===== config.mk =====
export PLATFORM = sky130hd
export DESIGN_NAME = text_normalize_dedup_words_top_flat
export DESIGN_NICKNAME = d
export VERILOG_FILES = /design/src/rtl/tnd_pkg.sv /design/src/rtl/tnd_if.sv /design/src/rtl/text_normalize_dedup_words_top.sv /design/src/rtl/tnd_ram.sv /design/src/rtl/tnd_front.sv /design/src/rtl/tnd_back.sv /design/src/flat_wrapper.sv
export SDC_FILE = /design/constraint.sdc
export NUM_CORES = 1
export LEC_CHECK = 0
export ABC_AREA = 1
export BUFFER_PORTS_ARGS = -buffer_cell sky130_fd_sc_hd__buf_2
export CAP_MARGIN = 20
export CORE_MARGIN = 8
export CORE_UTILIZATION = 35
export CTS_BUF_LIST = sky130_fd_sc_hd__clkbuf_8
export DETAILED_ROUTE_END_ITERATION = 16
export PLACE_DENSITY = 0.5
export SYNTH_ARGS = -nofsm -noshare
export SYNTH_HDL_FRONTEND = slang
export SYNTH_SLANG_ARGS = --single-unit

===== constraint.sdc =====
create_clock -name clk -period 5.9 [get_ports clk]
set_input_delay 1.18 -clock clk [delete_from_list [all_inputs] [get_ports clk]]
set_output_delay 1.18 -clock clk [all_outputs]
set_load 0.1 [all_outputs]

===== src/rtl/tnd_pkg.sv =====
// ----------------------------------------------------------------------------
// tnd_pkg
// Shared constants and types of the text normalizer with duplicate-word
// removal: character codes, token kinds and the token passed from the front
// end to the back end.
// ----------------------------------------------------------------------------
package tnd_pkg;

	localparam int MAX_WORD_DEFAULT = 32;
	localparam int QUEUE_DEPTH      = 4;

	localparam logic [7:0] CH_NUL   = 8'h00;
	localparam logic [7:0] CH_SPACE = 8'h20;
	localparam logic [7:0] CH_TILDE = 8'h7E;
	localparam logic [7:0] CH_COMMA = 8'h2C;
	localparam logic [7:0] CH_UC_A  = 8'h41;
	localparam logic [7:0] CH_UC_Z  = 8'h5A;
	localparam logic [7:0] CH_LC_A  = 8'h61;
	localparam logic [7:0] CH_LC_Z  = 8'h7A;
	localparam logic [7:0] CH_0     = 8'h30;
	localparam logic [7:0] CH_9     = 8'h39;
	localparam logic [7:0] CASE_OFS = 8'h20;

	typedef enum logic [1:0] {
		TK_NONE  = 2'd0,
		TK_CHAR  = 2'd1,
		TK_SPACE = 2'd2
	} tnd_kind_t;

	typedef struct packed {
		tnd_kind_t   kind;
		logic [7:0]  ch;
		logic        last;
	} tnd_tok_t;

endpackage


===== src/rtl/tnd_if.sv =====
// ----------------------------------------------------------------------------
// tnd_if
// Valid/ready channels of the normalizer: raw text bytes in, normalized
// result characters out.
// ----------------------------------------------------------------------------
interface tnd_in_if;
	logic       valid;
	logic       ready;
	logic [7:0] in_char;
	logic       in_last;

	modport source (output valid, output in_char, output in_last, input ready);
	modport sink   (input valid, input in_char, input in_last, output ready);
endinterface

interface tnd_out_if;
	logic       valid;
	logic       ready;
	logic [7:0] out_char;
	logic       is_char;
	logic       truncated;
	logic       out_last;

	modport source (output valid, output out_char, output is_char, output truncated,
		output out_last, input ready);
	modport sink   (input valid, input out_char, input is_char, input truncated,
		input out_last, output ready);
endinterface


===== src/rtl/text_normalize_dedup_words_top.sv =====
// ----------------------------------------------------------------------------
// text_normalize_dedup_words_top
// Streaming text normalizer that drops consecutive duplicate words.
// ----------------------------------------------------------------------------
// Bytes enter a QDEPTH-deep token queue at one per cycle while it has room.
// The word engine behind it reads the last emitted word from RAM and then
// compares and stores for each word character, passes through its finish
// step on a space or text end that sends nothing, and on a sent word sends
// the separating space, if one is due, and then each character. This pacing
// comes from the registered read of the two word RAM banks and the single
// result register, which holds a result until it is taken while the queue
// keeps taking bytes. No clearing pass follows reset.
module text_normalize_dedup_words_top import tnd_pkg::*; #(
	parameter int MAX_WORD = MAX_WORD_DEFAULT,
	parameter int QDEPTH   = QUEUE_DEPTH
) (
	input  logic      clk,
	input  logic      arst_n,
	tnd_in_if.sink    text,
	tnd_out_if.source words
);

	tnd_tok_t tok;
	logic     tok_valid;
	logic     tok_ready;

	tnd_front #(.DEPTH(QDEPTH)) u_front (
		.clk       (clk),
		.arst_n    (arst_n),
		.text      (text),
		.tok       (tok),
		.tok_valid (tok_valid),
		.tok_ready (tok_ready)
	);

	tnd_back #(.MAX_WORD(MAX_WORD)) u_back (
		.clk       (clk),
		.arst_n    (arst_n),
		.tok       (tok),
		.tok_valid (tok_valid),
		.tok_ready (tok_ready),
		.words     (words)
	);

`ifndef SYNTHESIS
	// a queued token is never lost while the engine is busy
	a_tok_held: assert property (@(posedge clk) disable iff (!arst_n)
		tok_valid && !tok_ready |=> tok_valid)
		else $error("queued token vanished");

	// a bare end marker closes the text and carries nothing else
	a_marker: assert property (@(posedge clk) disable iff (!arst_n)
		words.valid && !words.is_char |-> words.out_last && !words.truncated &&
		words.out_char == CH_NUL)
		else $error("malformed end marker");

	// a separating space never belongs to a cut word and never ends the text
	a_space: assert property (@(posedge clk) disable iff (!arst_n)
		words.valid && words.out_char == CH_SPACE |-> words.is_char &&
		!words.truncated && !words.out_last)
		else $error("bad separator transfer");
`endif

endmodule


===== src/rtl/tnd_ram.sv =====
// ----------------------------------------------------------------------------
// tnd_ram
// Generic simple dual-port RAM: one write port, one read port, registered
// read data.
// ----------------------------------------------------------------------------
module tnd_ram #(
	parameter int WIDTH = 8,
	parameter int DEPTH = 32,
	localparam int AW   = (DEPTH > 1) ? $clog2(DEPTH) : 1
) (
	input  logic             clk,
	input  logic             we,
	input  logic [AW-1:0]    waddr,
	input  logic [WIDTH-1:0] wdata,
	input  logic [AW-1:0]    raddr,
	output logic [WIDTH-1:0] rdata
);

	logic [WIDTH-1:0] mem_q [DEPTH];

	always_ff @(posedge clk) begin
		if (we) begin
			mem_q[waddr] <= wdata;
		end
		rdata <= mem_q[raddr];
	end

endmodule


===== src/rtl/tnd_front.sv =====
// ----------------------------------------------------------------------------
// tnd_front
// Accepts text bytes, classifies them (dropped, word character, space),
// normalizes word characters and queues the resulting tokens for the back end.
// ----------------------------------------------------------------------------
module tnd_front import tnd_pkg::*; #(
	parameter int DEPTH = QUEUE_DEPTH
) (
	input  logic     clk,
	input  logic     arst_n,
	tnd_in_if.sink   text,
	output tnd_tok_t tok,
	output logic     tok_valid,
	input  logic     tok_ready
);

	localparam int PW = (DEPTH > 1) ? $clog2(DEPTH) : 1;
	localparam int CW = $clog2(DEPTH + 1);

	tnd_tok_t      q_mem_q [DEPTH];
	logic [PW-1:0] wr_ptr_q;
	logic [PW-1:0] rd_ptr_q;
	logic [CW-1:0] count_q;
	tnd_tok_t      new_tok;
	logic          push;
	logic          pop;

	always_comb begin
		new_tok.kind = TK_NONE;
		new_tok.ch   = text.in_char;
		new_tok.last = text.in_last;
		if (text.in_char >= CH_SPACE && text.in_char <= CH_TILDE) begin
			if (text.in_char == CH_SPACE) begin
				new_tok.kind = TK_SPACE;
			end else begin
				new_tok.kind = TK_CHAR;
				if (text.in_char >= CH_UC_A && text.in_char <= CH_UC_Z) begin
					new_tok.ch = text.in_char + CASE_OFS;
				end else if (!((text.in_char >= CH_LC_A && text.in_char <= CH_LC_Z) ||
					(text.in_char >= CH_0 && text.in_char <= CH_9))) begin
					new_tok.ch = CH_COMMA;
				end
			end
		end
	end

	assign text.ready = (count_q != CW'(DEPTH));
	// dropped bytes only need a token when they close the text
	assign push      = text.valid && text.ready && (new_tok.kind != TK_NONE || text.in_last);
	assign tok_valid = (count_q != '0);
	assign tok       = q_mem_q[rd_ptr_q];
	assign pop       = tok_valid && tok_ready;

	always_ff @(posedge clk) begin
		if (push) begin
			q_mem_q[wr_ptr_q] <= new_tok;
		end
	end

	always_ff @(posedge clk or negedge arst_n) begin
		if (!arst_n) begin
			wr_ptr_q <= '0;
			rd_ptr_q <= '0;
			count_q  <= '0;
		end else begin
			if (push) begin
				wr_ptr_q <= (wr_ptr_q == PW'(DEPTH - 1)) ? '0 : wr_ptr_q + PW'(1);
			end
			if (pop) begin
				rd_ptr_q <= (rd_ptr_q == PW'(DEPTH - 1)) ? '0 : rd_ptr_q + PW'(1);
			end
			if (push && !pop) begin
				count_q <= count_q + CW'(1);
			end else if (pop && !push) begin
				count_q <= count_q - CW'(1);
			end
		end
	end

endmodule


===== src/rtl/tnd_back.sv =====
// ----------------------------------------------------------------------------
// tnd_back
// Word engine: collects word characters into one RAM bank, compares them on
// the fly with the last emitted word in the other bank, and streams a word
// that differs to the result register. Banks swap roles instead of copying.
// ----------------------------------------------------------------------------
module tnd_back import tnd_pkg::*; #(
	parameter int MAX_WORD = MAX_WORD_DEFAULT
) (
	input  logic     clk,
	input  logic     arst_n,
	input  tnd_tok_t tok,
	input  logic     tok_valid,
	output logic     tok_ready,
	tnd_out_if.source words
);

	localparam int LW = $clog2(MAX_WORD + 1);
	localparam int IW = (MAX_WORD > 1) ? $clog2(MAX_WORD) : 1;

	typedef enum logic [5:0] {
		ST_IDLE = 6'b000001,
		ST_CMP  = 6'b000010,
		ST_FIN  = 6'b000100,
		ST_SPC  = 6'b001000,
		ST_EMIT = 6'b010000,
		ST_MARK = 6'b100000
	} tnd_state_t;

	tnd_state_t    state_q;
	logic [7:0]    ch_q;
	logic          last_q;
	logic [LW-1:0] cur_len_q;
	logic [LW-1:0] prev_len_q;
	logic          have_prev_q;
	logic          differs_q;
	logic          cut_q;
	logic          cur_bank_q;
	logic [IW-1:0] idx_q;

	logic          out_valid_q;
	logic [7:0]    out_char_q;
	logic          is_char_q;
	logic          trunc_q;
	logic          out_last_q;

	logic          slot_free;
	logic          fire;
	logic          wr_en;
	logic [IW-1:0] len_addr;
	logic [IW-1:0] emit_raddr;
	logic [IW-1:0] raddr0;
	logic [IW-1:0] raddr1;
	logic [7:0]    rdata0;
	logic [7:0]    rdata1;
	logic [7:0]    cur_rdata;
	logic [7:0]    prev_rdata;
	logic          has_word;
	logic          word_differs;
	logic          idx_is_last;

	assign tok_ready    = (state_q == ST_IDLE);
	assign slot_free    = !out_valid_q || words.ready;
	assign fire         = slot_free &&
		(state_q == ST_SPC || state_q == ST_EMIT || state_q == ST_MARK);
	assign wr_en        = (state_q == ST_CMP) && (cur_len_q < LW'(MAX_WORD));
	assign len_addr     = cur_len_q[IW-1:0];
	// look one entry ahead when a character leaves, so the stream runs at one a cycle while the result slot is free
	assign emit_raddr   = (state_q == ST_EMIT && fire) ? idx_q + IW'(1) : idx_q;
	assign raddr0       = cur_bank_q ? len_addr : emit_raddr;
	assign raddr1       = cur_bank_q ? emit_raddr : len_addr;
	assign cur_rdata    = cur_bank_q ? rdata1 : rdata0;
	assign prev_rdata   = cur_bank_q ? rdata0 : rdata1;
	assign has_word     = (cur_len_q != '0) || cut_q;
	assign word_differs = differs_q || !have_prev_q || (cur_len_q != prev_len_q);
	assign idx_is_last  = (LW'(idx_q) + LW'(1) == cur_len_q);

	tnd_ram #(.WIDTH(8), .DEPTH(MAX_WORD)) u_bank0 (
		.clk   (clk),
		.we    (wr_en && !cur_bank_q),
		.waddr (len_addr),
		.wdata (ch_q),
		.raddr (raddr0),
		.rdata (rdata0)
	);

	tnd_ram #(.WIDTH(8), .DEPTH(MAX_WORD)) u_bank1 (
		.clk   (clk),
		.we    (wr_en && cur_bank_q),
		.waddr (len_addr),
		.wdata (ch_q),
		.raddr (raddr1),
		.rdata (rdata1)
	);

	always_ff @(posedge clk or negedge arst_n) begin
		if (!arst_n) begin
			state_q     <= ST_IDLE;
			last_q      <= 1'b0;
			cur_len_q   <= '0;
			prev_len_q  <= '0;
			have_prev_q <= 1'b0;
			differs_q   <= 1'b0;
			cut_q       <= 1'b0;
			cur_bank_q  <= 1'b0;
			idx_q       <= '0;
			out_valid_q <= 1'b0;
		end else begin
			if (fire) begin
				out_valid_q <= 1'b1;
			end else if (words.ready) begin
				out_valid_q <= 1'b0;
			end
			case (state_q)
				ST_IDLE: begin
					if (tok_valid) begin
						last_q <= tok.last;
						case (tok.kind)
							TK_CHAR: state_q <= ST_CMP;
							default: state_q <= ST_FIN;
						endcase
					end
				end
				ST_CMP: begin
					if (cur_len_q >= LW'(MAX_WORD)) begin
						cut_q <= 1'b1;
					end else begin
						if (!(cur_len_q < prev_len_q && prev_rdata == ch_q)) begin
							differs_q <= 1'b1;
						end
						cur_len_q <= cur_len_q + LW'(1);
					end
					state_q <= last_q ? ST_FIN : ST_IDLE;
				end
				ST_FIN: begin
					if (has_word && word_differs) begin
						state_q <= have_prev_q ? ST_SPC : ST_EMIT;
					end else begin
						// no word, or a repeat of the last one: nothing to send
						cur_len_q <= '0;
						differs_q <= 1'b0;
						cut_q     <= 1'b0;
						state_q   <= last_q ? ST_MARK : ST_IDLE;
					end
				end
				ST_SPC: begin
					if (fire) begin
						state_q <= ST_EMIT;
					end
				end
				ST_EMIT: begin
					if (fire) begin
						if (idx_is_last) begin
							idx_q       <= '0;
							cur_bank_q  <= !cur_bank_q;
							prev_len_q  <= last_q ? '0 : cur_len_q;
							have_prev_q <= !last_q;
							cur_len_q   <= '0;
							differs_q   <= 1'b0;
							cut_q       <= 1'b0;
							state_q     <= ST_IDLE;
						end else begin
							idx_q <= idx_q + IW'(1);
						end
					end
				end
				ST_MARK: begin
					if (fire) begin
						prev_len_q  <= '0;
						have_prev_q <= 1'b0;
						state_q     <= ST_IDLE;
					end
				end
				default: begin
					state_q <= ST_IDLE;
				end
			endcase
		end
	end

	always_ff @(posedge clk) begin
		if (state_q == ST_IDLE && tok_valid) begin
			ch_q <= tok.ch;
		end
		if (fire) begin
			case (state_q)
				ST_SPC: begin
					out_char_q <= CH_SPACE;
					is_char_q  <= 1'b1;
					trunc_q    <= 1'b0;
					out_last_q <= 1'b0;
				end
				ST_EMIT: begin
					out_char_q <= cur_rdata;
					is_char_q  <= 1'b1;
					trunc_q    <= cut_q;
					out_last_q <= last_q && idx_is_last;
				end
				default: begin
					out_char_q <= CH_NUL;
					is_char_q  <= 1'b0;
					trunc_q    <= 1'b0;
					out_last_q <= 1'b1;
				end
			endcase
		end
	end

	assign words.valid     = out_valid_q;
	assign words.out_char  = out_char_q;
	assign words.is_char   = is_char_q;
	assign words.truncated = trunc_q;
	assign words.out_last  = out_last_q;

endmodule

===== src/flat_wrapper.sv =====
// flat-port wrapper written by rule: the top's interface ports become plain ports
module text_normalize_dedup_words_top_flat import tnd_pkg::*;
#(
	parameter int MAX_WORD = MAX_WORD_DEFAULT,
	parameter int QDEPTH   = QUEUE_DEPTH
)
  (clk, arst_n, text_valid, text_in_char, text_in_last, text_ready, words_valid, words_out_char, words_is_char, words_truncated, words_out_last, words_ready);
  tnd_in_if text_i ();
  tnd_out_if words_i ();
  input  logic clk;
  input  logic arst_n;
  input wire logic [$bits(text_i.valid)-1:0] text_valid;
  input wire logic [$bits(text_i.in_char)-1:0] text_in_char;
  input wire logic [$bits(text_i.in_last)-1:0] text_in_last;
  output wire logic [$bits(text_i.ready)-1:0] text_ready;
  output wire logic [$bits(words_i.valid)-1:0] words_valid;
  output wire logic [$bits(words_i.out_char)-1:0] words_out_char;
  output wire logic [$bits(words_i.is_char)-1:0] words_is_char;
  output wire logic [$bits(words_i.truncated)-1:0] words_truncated;
  output wire logic [$bits(words_i.out_last)-1:0] words_out_last;
  input wire logic [$bits(words_i.ready)-1:0] words_ready;
  assign text_i.valid = text_valid;
  assign text_i.in_char = text_in_char;
  assign text_i.in_last = text_in_last;
  assign text_ready = text_i.ready;
  assign words_valid = words_i.valid;
  assign words_out_char = words_i.out_char;
  assign words_is_char = words_i.is_char;
  assign words_truncated = words_i.truncated;
  assign words_out_last = words_i.out_last;
  assign words_i.ready = words_ready;
  text_normalize_dedup_words_top #(.MAX_WORD(MAX_WORD), .QDEPTH(QDEPTH)) u_core (.clk(clk), .arst_n(arst_n), .text(text_i), .words(words_i));
endmodule

# Word-level counts from Yosys, hierarchy flattened
# Memory sizes are Yosys's and may differ from the RTL's. A register that Yosys moved wholly into a read port is not among the register bits.
# Index checks and enable logic that the tools add are counted.
# classes
add_sub_neg	8
magnitude_cmp	11
reduce_logical	47
muxes	59
eq_ne	23
# ops
op	count
6-bit two-way mux	15
8-bit two-way mux	5
6-bit one-hot mux with 6 select lines	1
5-bit two-way mux	5
8-bit by 7-bit less-or-equal comparator with 1-bit output (second input constant)	3
1-bit two-way mux	18
6-bit one-hot mux with 3 select lines	1
1-bit logical AND	17
8-bit by 6-bit >= comparator with 1-bit output (second input constant)	2
8-bit by 7-bit >= comparator with 1-bit output (second input constant)	2
2-bit != test (second input constant)	8
8-bit one-hot mux with 2 select lines	1
5-bit AND reduction	3
3-bit two-way mux	4
6-bit one-hot mux with 2 select lines	1
10-bit two-way mux	1
8-bit by 6-bit adder with 8-bit output (second input constant)	1
8-bit by 6-bit equality test with 1-bit output (second input constant)	1
8-bit equality test	1
8-bit by 6-bit less-or-equal comparator with 1-bit output (second input constant)	1
1-bit logical OR	8
2-bit nonzero test	4
5-bit by 1-bit adder with 6-bit output (second input constant)	1
6-bit by 1-bit adder with 6-bit output (second input constant)	1
30 further kinds	43
# totals
mem_bits_rw	556
register_bits	55
mem_count	3
output_inout_bits	13
# memory_table
name	depth	width	rd	rd_ports_with_merged_regs	write_ports	line	rtl
u_core.u_back.u_bank0.mem_q	32	8	1	1	1	tnd_ram.sv:19	logic [WIDTH-1:0] mem_q [DEPTH];
u_core.u_back.u_bank1.mem_q	32	8	1	1	1	tnd_ram.sv:19	
u_core.u_front.q_mem_q	4	11	1	0	1	tnd_front.sv:20	tnd_tok_t q_mem_q [DEPTH];

# Longest topological paths before layout
# Gate-level depths: netlist of the first run.
# depth
depth_word	14
depth_mapped	15
depth_no_buf	14

# Cells and area by module
# A second synthesis of the first run with hierarchy kept.
# hier_totals
cells_unflattened	2474
area_unflattened_um2	27064.7
# modules_own_cells
module	cells_per_inst	seq_area_each_um2	area_per_inst_um2	n_inst
tnd_ram	922	7847.5	10786.6	2
tnd_back	398	1297.5	2986.6	1
tnd_front	232	1496.4	2504.9	1

# Worst setup path after synthesis of the first run
# No wires, ideal clock.
# synth_path
kind	input to register
startpoint	input port text_in_char[5]
endpoint	register u_core.u_front.count_q[1]
setup_time_ps	125
setup_slack_ps	2601
path_stages	11
arrival_ps	3175
required_time_ps	5775
path_cell_list	ha_1 nand2_1 o31ai_1 o22ai_1 inv_1 o211ai_1 inv_1 ha_1 inv_1 fa_1 mux2_2
# synth_between
elab_chain_len	9
word_cells_on_any_way	14
classes_between	order compare: 2; eq/ne: 1; mux: 3; reduce/logical: 8
# synth_rtl
item	line	rtl
start: declaration	flat_wrapper.sv:13	input wire logic [$bits(text_i.in_char)-1:0] text_in_char;
8-bit by 6-bit >= comparator with 1-bit output, or another cell as far along	tnd_front.sv:32	if (text.in_char >= CH_SPACE && text.in_char <= CH_TILDE) begin
1-bit logical AND or 2-bit two-way mux (tied branches)	tnd_front.sv:32, tnd_front.sv:33	
10-bit two-way mux *	tnd_front.sv:32	
2-bit nonzero test *	tnd_front.sv:49	assign push = text.valid && text.ready && (new_tok.kind != TK_NONE || text.in_last);
1-bit logical OR *	tnd_front.sv:49	
1-bit logical AND *	tnd_front.sv:49	
named net u_core.u_front.push	tnd_front.sv:25	logic push;
1-bit logical NOT	tnd_front.sv:74	end else if (pop && !push) begin
1-bit logical AND	tnd_front.sv:74	
2-bit nonzero test (no source line)	n/a	
end signal: assignment	tnd_front.sv:73	count_q <= count_q + CW'(1);
end signal: assignment	tnd_front.sv:75	count_q <= count_q - CW'(1);
end: declaration	tnd_front.sv:23	logic [CW-1:0] count_q;
# Mark *: on every way through the listed nets, which the timed path passes. The rest lies on a longest branch.
# A chain may end at the register's enable or synchronous reset.

# Worst setup path after layout of the first run
# layout_path
startpoint	register u_core.u_back.cur_bank_q
endpoint	register u_core.u_back.u_bank0.rdata[1], read port of u_core.u_back.u_bank0.mem_q
# layout_between
elab_chain_len	1
# layout_rtl
item	line	rtl
start: declaration	tnd_back.sv:38	logic cur_bank_q;
start signal: assignment	tnd_back.sv:155	cur_bank_q <= !cur_bank_q;
5-bit two-way mux	tnd_back.sv:70	assign raddr0 = cur_bank_q ? len_addr : emit_raddr;
end: declaration	tnd_ram.sv:16	output logic [WIDTH-1:0] rdata
# No other way between the ends.

==> results of run 1 <==
-- metal layers --
| layer | wire length, um | part of all wire | vias to the layer above |
|---|---|---|---|
| met5 | 0 | 0 | - |
| met4 | 2021 | 0.026 | 0 |
| met3 | 4422 | 0.056 | 134 |
| met2 | 37410 | 0.47 | 583 |
| met1 | 35120 | 0.44 | 9727 |
| li1 | - | - | 9403 |
-- through the flow --
step | hold WS [ns] | worst slack [ns]
3_5_place_dp | 0.4650 | 1.688
6_report | 0.4785 | 2.298
3_3_place_gp | 0.4544 | 1.656
4_1_cts | 0.4792 | 2.347
5_1_grt | 0.5100 | 2.041
2_1_floorplan | 0.4419 | 2.601
-- registers in the layout, summed over array words and instances, names as in the netlist --
name                           cells
u_core.u_back.differs_q            1
u_core.u_front.rd_ptr_q            2
u_core.u_back.state_q              6
u_core.u_back.prev_len_q           6
u_core.u_back.ch_q                 8
u_core.u_back.words.out_char       8
u_core.u_back.u_bank0.rdata        8
u_core.u_back.cut_q                1
u_core.u_back.u_bank0.mem_q      256
u_core.u_front.wr_ptr_q            2
u_core.u_back.words.out_last       1
u_core.u_back.words.valid          1
u_core.u_back.cur_len_q            6
u_core.u_back.last_q               1
u_core.u_back.words.is_char        1
u_core.u_back.u_bank1.rdata        8
u_core.u_back.cur_bank_q           1
u_core.u_front.q_mem_q            44
u_core.u_front.count_q             3
u_core.u_back.idx_q                5
u_core.u_back.words.truncated      1
u_core.u_back.u_bank1.mem_q      256
u_core.u_back.have_prev_q          1
-- cells in the mapped netlist (3+ instances only) --
library cell / number / area share
buf_1: 4 / 0.00053
o21ai_4: 3 / 0.0017
dfxtp_1: 16 / 0.011
o22ai_1: 13 / 0.0028
o21ai_0: 49 / 0.0086
nor3_1: 14 / 0.0025
edfxtp_1: 575 / 0.60
nor2_1: 134 / 0.018
nand3_2: 3 / 0.0011
inv_1: 479 / 0.063
buf_4: 19 / 0.0050
dfrtp_1: 35 / 0.031
nand4_1: 12 / 0.0026
clkinv_1: 3 / 0.00039
buf_6: 3 / 0.0012
nand3_1: 582 / 0.10
o21ai_1: 3 / 0.00053
clkbuf_1: 58 / 0.0076
nand2_1: 518 / 0.068
nand3b_1: 112 / 0.029
xor2_1: 7 / 0.0021
buf_2: 55 / 0.0096
a21oi_1: 19 / 0.0033
o221ai_1: 3 / 0.00092
ha_1: 19 / 0.0083
o21ai_2: 6 / 0.0018
inv_2: 4 / 0.00053
nand2_2: 11 / 0.0024
nor4_1: 5 / 0.0011
-- how the worst min path moves through the flow --
stage                                                        from                                 endpoint  slack, ns  depth (start not counted)
after floorplan           u_core.u_back.prev_len_q[1]$_DFFE_PN0P_  u_core.u_back.prev_len_q[1]$_DFFE_PN0P_       0.44                          2
after global placement    u_core.u_back.prev_len_q[1]$_DFFE_PN0P_  u_core.u_back.prev_len_q[1]$_DFFE_PN0P_       0.45                          2
after detailed placement  u_core.u_back.prev_len_q[2]$_DFFE_PN0P_  u_core.u_back.prev_len_q[2]$_DFFE_PN0P_       0.46                          2
after CTS                 u_core.u_back.prev_len_q[2]$_DFFE_PN0P_  u_core.u_back.prev_len_q[2]$_DFFE_PN0P_       0.48                          2
after global routing      u_core.u_back.prev_len_q[2]$_DFFE_PN0P_  u_core.u_back.prev_len_q[2]$_DFFE_PN0P_       0.51                          2
final                     u_core.u_back.prev_len_q[2]$_DFFE_PN0P_  u_core.u_back.prev_len_q[2]$_DFFE_PN0P_       0.48                          2
-- power groups by stage --
stage	combinational (mW)	clock, mW	sequential, mW
after global routing	6.11	4.13	6.00
after detailed placement	5.57	0	6.06
after floorplan	3.36	0	6.24
final	5.56	3.87	5.98
after CTS	5.59	3.97	5.98
after global placement	5.50	0	6.07
-- worst reg2reg max path, stage by stage (launching register included) --
cell and delay [ns]:
dfrtp_1 0.85, inv_1 0.20, buf_4 0.28, nand3_4 0.24
buf_4 0.86, nand3_1 0.27, nand3_1 0.15, nand3_1 0.20
nand3_1 0.16, nand2_1 0.11, nand2_1 0.08, nand2_1 0.06
-- cell families after synthesis --
group                      share of synthesized area
adders and majority gates                   0.009024
DFF                                           0.6473
muxes                                      0.0003942
xor gates and xnor gates                    0.002453
AOI/OAI and AO/OA                            0.02208
and+or+nand+nor                               0.2309
buffers and inverters                        0.08783
-- area by class of cell --
type                    count  share of cell area
diodes                      1          0.00007853
repair buffers             67             0.01555
multi-input cells        1535              0.2388
clock buffers             120             0.05183
clock inverters            78             0.01461
flip-flops and latches    627              0.5802
well taps                1060             0.04162
inverters                 486             0.05725
==> metrics, run 1 <==
run status finished clean; final wirelength 78970 um; sequential cell area 0.01849 mm2; Clock Path Buffers 3; DR iter-0 viols 1958; met2 Resource Use GR 0.2783; cell mode on critical path nand3_1; CTS hold repair buffers 0; Net Switching 6.259 mW; critical setup path kind reg -> reg; largest net degree at the start of global routing 93; Clk Latency, worst-skew pair 0.73 ns; Critical Path Max Stage Delay 0.85 ns; max_cap viols 0; pwr/cell area 483.3 mW/mm2; Worst R2R Path Depth 11; Total Routing Usage GR 0.1705; core box area 0.08068 mm2; HPWL after detailed placement about 47000 um; Finish-stage setup viols 0; flop-to-flop setup slack 2.30 ns; global-route wire length before repair 119700 um; clk slew on worst S/H paths 0.06 ns; Synth Flop Type edfxtp_1; # IOs 26; Synth async-reset ratio 0.05742; cts repair resizes 0; router iterations before antenna repair 6; Startpoint Class flip-flop; Final Non-Filler Cells 3974; row count 104; # fillers 7956; share of cells above drive strength 1 0.08617; Clock H-tree levels 3; Worst Path Buf+Inv 3; syn nets 2820; Leak 13.10 nW; Final Hold Fails 0; via count 19.85k; initial antenna violation count 1; root buf cell clkbuf_8; NumNets Final 2855; initial core utilization 0.3540; most frequent cells in the layout nand3_1 (582), edfxtp_1 (575), inv_1 (516), nand2_1 (516), nor2_1 (134); crit path to u_core.u_back.u_bank0.rdata[1]$_DFF_P_; Post-Route Setup TNS 0 ns; wire per inst 19.87 um; Num CTS Buffers 105; Mapped Avg Cell Area 10.25 um2; total power approximately 15 mW; Post-CTS Setup Bufs 0; Arr. time, crit path 4.18 ns; Die Area 0.09100 mm2; Logic pwr share 0.361; Cell variety after synth 47; cell family with most CP delay buffers and inverters; Tcrit/Tclk final 0.6104; RSZ-0062 raised after global routing no; fin area between 0.03 and 0.04 mm2; Peak Freq 277.7 MHz; routability-driven placement congestion ratio 0.8384; Sw Share 0.4064; FF-to-FF Start u_core.u_back.cur_bank_q$_DFFE_PN0P_; Seq cells post-synth about 630; internal power between 9 and 10 mW; vias in the first global route 19.46k; min cycle time layout 3.602 ns; critical path required time 6.48 ns; commonest non-fill, non-tap cell in the layout nand3_1; Detail Route Antenna Nets 0; Slew Viols, Final 0; Worst slew margin 0.2354; clock sink count about 630; DP Area 0.02974 mm2; placed cell count 3773; hold crit path type reg -> reg; Setup crit end kind flip-flop; GR Layer Usage met3 0.02710; Levels on crit path 11; Worst-Margin Slew approximately 1.1 ns; cells after synthesis about 2.8k; Max FO, Critical Path 92; Sequential Power Share 0.388; Synth Cell Area 0.02856 mm2; EDFF count, synth 575; Die Wd 301.7 um; warnings from Yosys 0; Area Overhead vs Synth 11.57%; multi-input logic area 0.007611 mm2; Worst Setup SP u_core.u_back.cur_bank_q$_DFFE_PN0P_; crit-path cells inv_1 > buf_4 > nand3_4 > buf_4 > nand3_1 > nand3_1 > nand3_1 > nand3_1 > nand2_1 > nand2_1 > nand2_1; fin util 0.3950; CTS tree yes; Vias/cell 4.994; grt met1 use 0.2308; VDD IR-drop max 0.2533 mV; Clock power frac 0.251; RR Endpoint u_core.u_back.u_bank0.rdata[1]$_DFF_P_; drc violations 0; Seq/Total Area, Yosys 0.6473; grt ovf 0; skew final approximately 0.044 ns; DIE HEIGHT just over 300 um; gr busiest metal met2; Crit-path slowest cell dfrtp_1; number of I/O port buffers 25
Note: power is estimated with default switching activity, not from simulation.
==> run 2: changes to the inputs <==
--- a/config.mk
+++ b/config.mk
@@ -12,7 +12,7 @@
 export CORE_UTILIZATION = 35
 export CTS_BUF_LIST = sky130_fd_sc_hd__clkbuf_8
 export DETAILED_ROUTE_END_ITERATION = 16
-export PLACE_DENSITY = 0.5
+export PLACE_DENSITY = 0.52
 export SYNTH_ARGS = -nofsm -noshare
 export SYNTH_HDL_FRONTEND = slang
 export SYNTH_SLANG_ARGS = --single-unit
==> constraint.sdc (replaced) <==
create_clock -name clk -period 3.2 [get_ports clk]
set_input_delay 0.64 -clock clk [delete_from_list [all_inputs] [get_ports clk]]
set_output_delay 0.64 -clock clk [all_outputs]
set_load 0.1 [all_outputs]
==> run 2 against run 1 <==
Worst hold slack worse by 0.29 ns. Clock skew is 0.013 ns lower. Core utilization rose by 0.79 points. Routed wire length shrank 1.3%. Maximum frequency rose by 29%. Non-clock buffer count is 79 higher. Global-route usage hardly changed. Critical endpoint is now u_core.u_back.u_bank0.mem_q[7][7]$_DFFE_PP_. Largest cell class unchanged. Highest routed layer unchanged.
==> metrics, run 2 (same netlist as run 1, synthesis figures left out) <==
Clock Path Buffers 3; Max FO, Critical Path 24; placed cell count a little under 4k; Post-Route Setup TNS 0 ns; initial antenna violation count 3; Num CTS Buffers 107; Arr. time, crit path approximately 3.1 ns; Vias/cell between 4 and 5; critical setup path kind reg -> reg; Die Wd a little over 300 um; root buf cell clkbuf_8; max_cap viols 0; Die Area 0.09100 mm2; share of cells above drive strength 1 0.1096; fin util 0.4029; Tcrit/Tclk final 0.8737; drc violations 0; clk slew on worst S/H paths 0.06 ns; min cycle time layout 2.796 ns; worst hold stages 1; row count 104; Final Hold Fails 0; total power around 29 mW; RSZ-0062 raised after global routing no; FF-to-FF Start u_core.u_back.state_q[5]$_DFFE_PN0P_; hold crit path type in -> reg; number of I/O port buffers 25; Finish-stage setup viols 0; vias in the first global route 19.95k; critical path required time 3.52 ns; global-route wire length before repair 120100 um; DR iter-0 viols 1715; # IOs 26; min-delay src text_in_last; commonest non-fill, non-tap cell in the layout nand3_1; final wirelength 77910 um; Slew Viols, Final 0; Final Non-Filler Cells between 4k and 5k; wire per inst just under 20 um; grt ovf 0; top flop regs u_core.u_back.u_bank0.mem_q x256, u_core.u_back.u_bank1.mem_q x256, u_core.u_front.q_mem_q x44; routability-driven placement congestion ratio 0.8618; Detail Route Antenna Nets 0; DIE HEIGHT about 300 um; HPWL after detailed placement 48130 um; Total Routing Usage GR 0.1704; Clk Latency, worst-skew pair 0.71 ns; core box area 0.08068 mm2; flop-to-flop setup slack 0.40 ns; RR Endpoint u_core.u_back.u_bank0.mem_q[7][7]$_DFFE_PP_; Leak 13.50 nW; Clock H-tree levels 3; NumNets Final 2936; Peak Freq about 360 MHz; CTS tree yes; most frequent cells in the layout nand3_1 (582), edfxtp_1 (575), inv_1 (517); Worst-Margin Slew 1.047 ns; pwr/cell area 877.1 mW/mm2; router iterations before antenna repair 6; VDD IR-drop max ~0.51 mV; Startpoint Class flip-flop; via count between 20k and 25k; Worst Setup SP u_core.u_back.state_q[5]$_DFFE_PN0P_; Worst Hold Path EP u_core.u_front.q_mem_q[0][0]$_DFFE_PP_; Setup crit end kind flip-flop; Worst R2R Path Depth 6; largest net degree at the start of global routing around 110; skew final 0.03079 ns; initial core utilization 0.3540; Worst slew margin 0.2970; Area Overhead vs Synth 13.81%; run status finished clean; clock sink count 627
[run 2: cell types whose count changed in the layout (fill, tap and decap cells not counted), moves of 2 or more]
cell / change
buf_4: +73
buf_12: +12
buf_6: -4
clkinvlp_4: +4
bufinv_16: -2
clkinv_8: -2
[run 2: worst max-delay path by stage]
stage	endpoint	slack [ns]	cells past startpoint
after floorplan	u_core.u_front.count_q[1]$_DFFE_PN0P_	0.43	10
after global placement	u_core.u_front.count_q[2]$_DFFE_PN0P_	0.18	14
after detailed placement	u_core.u_front.count_q[2]$_DFFE_PN0P_	0.30	14
after CTS	u_core.u_back.u_bank0.mem_q[7][2]$_DFFE_PP_	0.39	6
after global routing	u_core.u_back.u_bank0.mem_q[7][7]$_DFFE_PP_	0.19	6
final	u_core.u_back.u_bank0.mem_q[7][7]$_DFFE_PP_	0.40	6
[run 2: critical path, cell delays in order, from the launching register on]
cell	delay (ns)
dfrtp_1	0.41
nor2_1	0.27
nand4_1	0.25
nor2_1	0.40
nand2_1	0.15
buf_4	0.25
nor2_1	0.68
[run 2: where the power goes]
part / switching, mW / leakage (nW) / total, mW / internal (mW)
registers: 0.423 / 5.78 / 10.9 / 10.5
logic: 7.79 / 6.53 / 10.7 / 2.94
clock network: 3.27 / 1.18 / 6.86 / 3.59
[run 2: area by class of cell]
| type | instances | area (um2) |
|---|---|---|
| Fill cell | 7965 | 48170 |
| Sequential cell | 627 | 18490 |
| Multi-Input combinational cell | 1535 | 7611 |
| Inverter | 486 | 1824 |
| Clock buffer | 120 | 1652 |
| Tap cell | 1060 | 1326 |
| Timing Repair Buffer | 146 | 1211 |
| Clock inverter | 78 | 386.6 |
| Antenna cell | 2 | 5.005 |
[run 2: metal layers]
metal / share of wire / global-route usage
met1: 0.44 / 0.2265
met5: 0 / 0
met4: 0.027 / 0.05706
met2: 0.48 / 0.2815
met3: 0.058 / 0.02932
[run 2: per-stage QoR]
step | setup slack, ns | instance area, um2 | hold WS, ns
after CTS | 0.3908 | 32500 | 0.1195
after global routing | 0.1875 | 32500 | 0.1494
final | 0.4042 | 32510 | 0.1926
after detailed placement | 0.2977 | 30450 | 0.4638
after global placement | 0.1800 | 30450 | 0.4555
after floorplan | 0.4284 | 28560 | 0.3444
[run 2: repair_timing]
item / CTS / global route
endpoints found under the hold margin: 2 / 0
hold buffers: 1 / 0
buffers inserted: 0 / 0
endpoints found under the setup margin: 0 / 0
resized for setup: 0 / 0
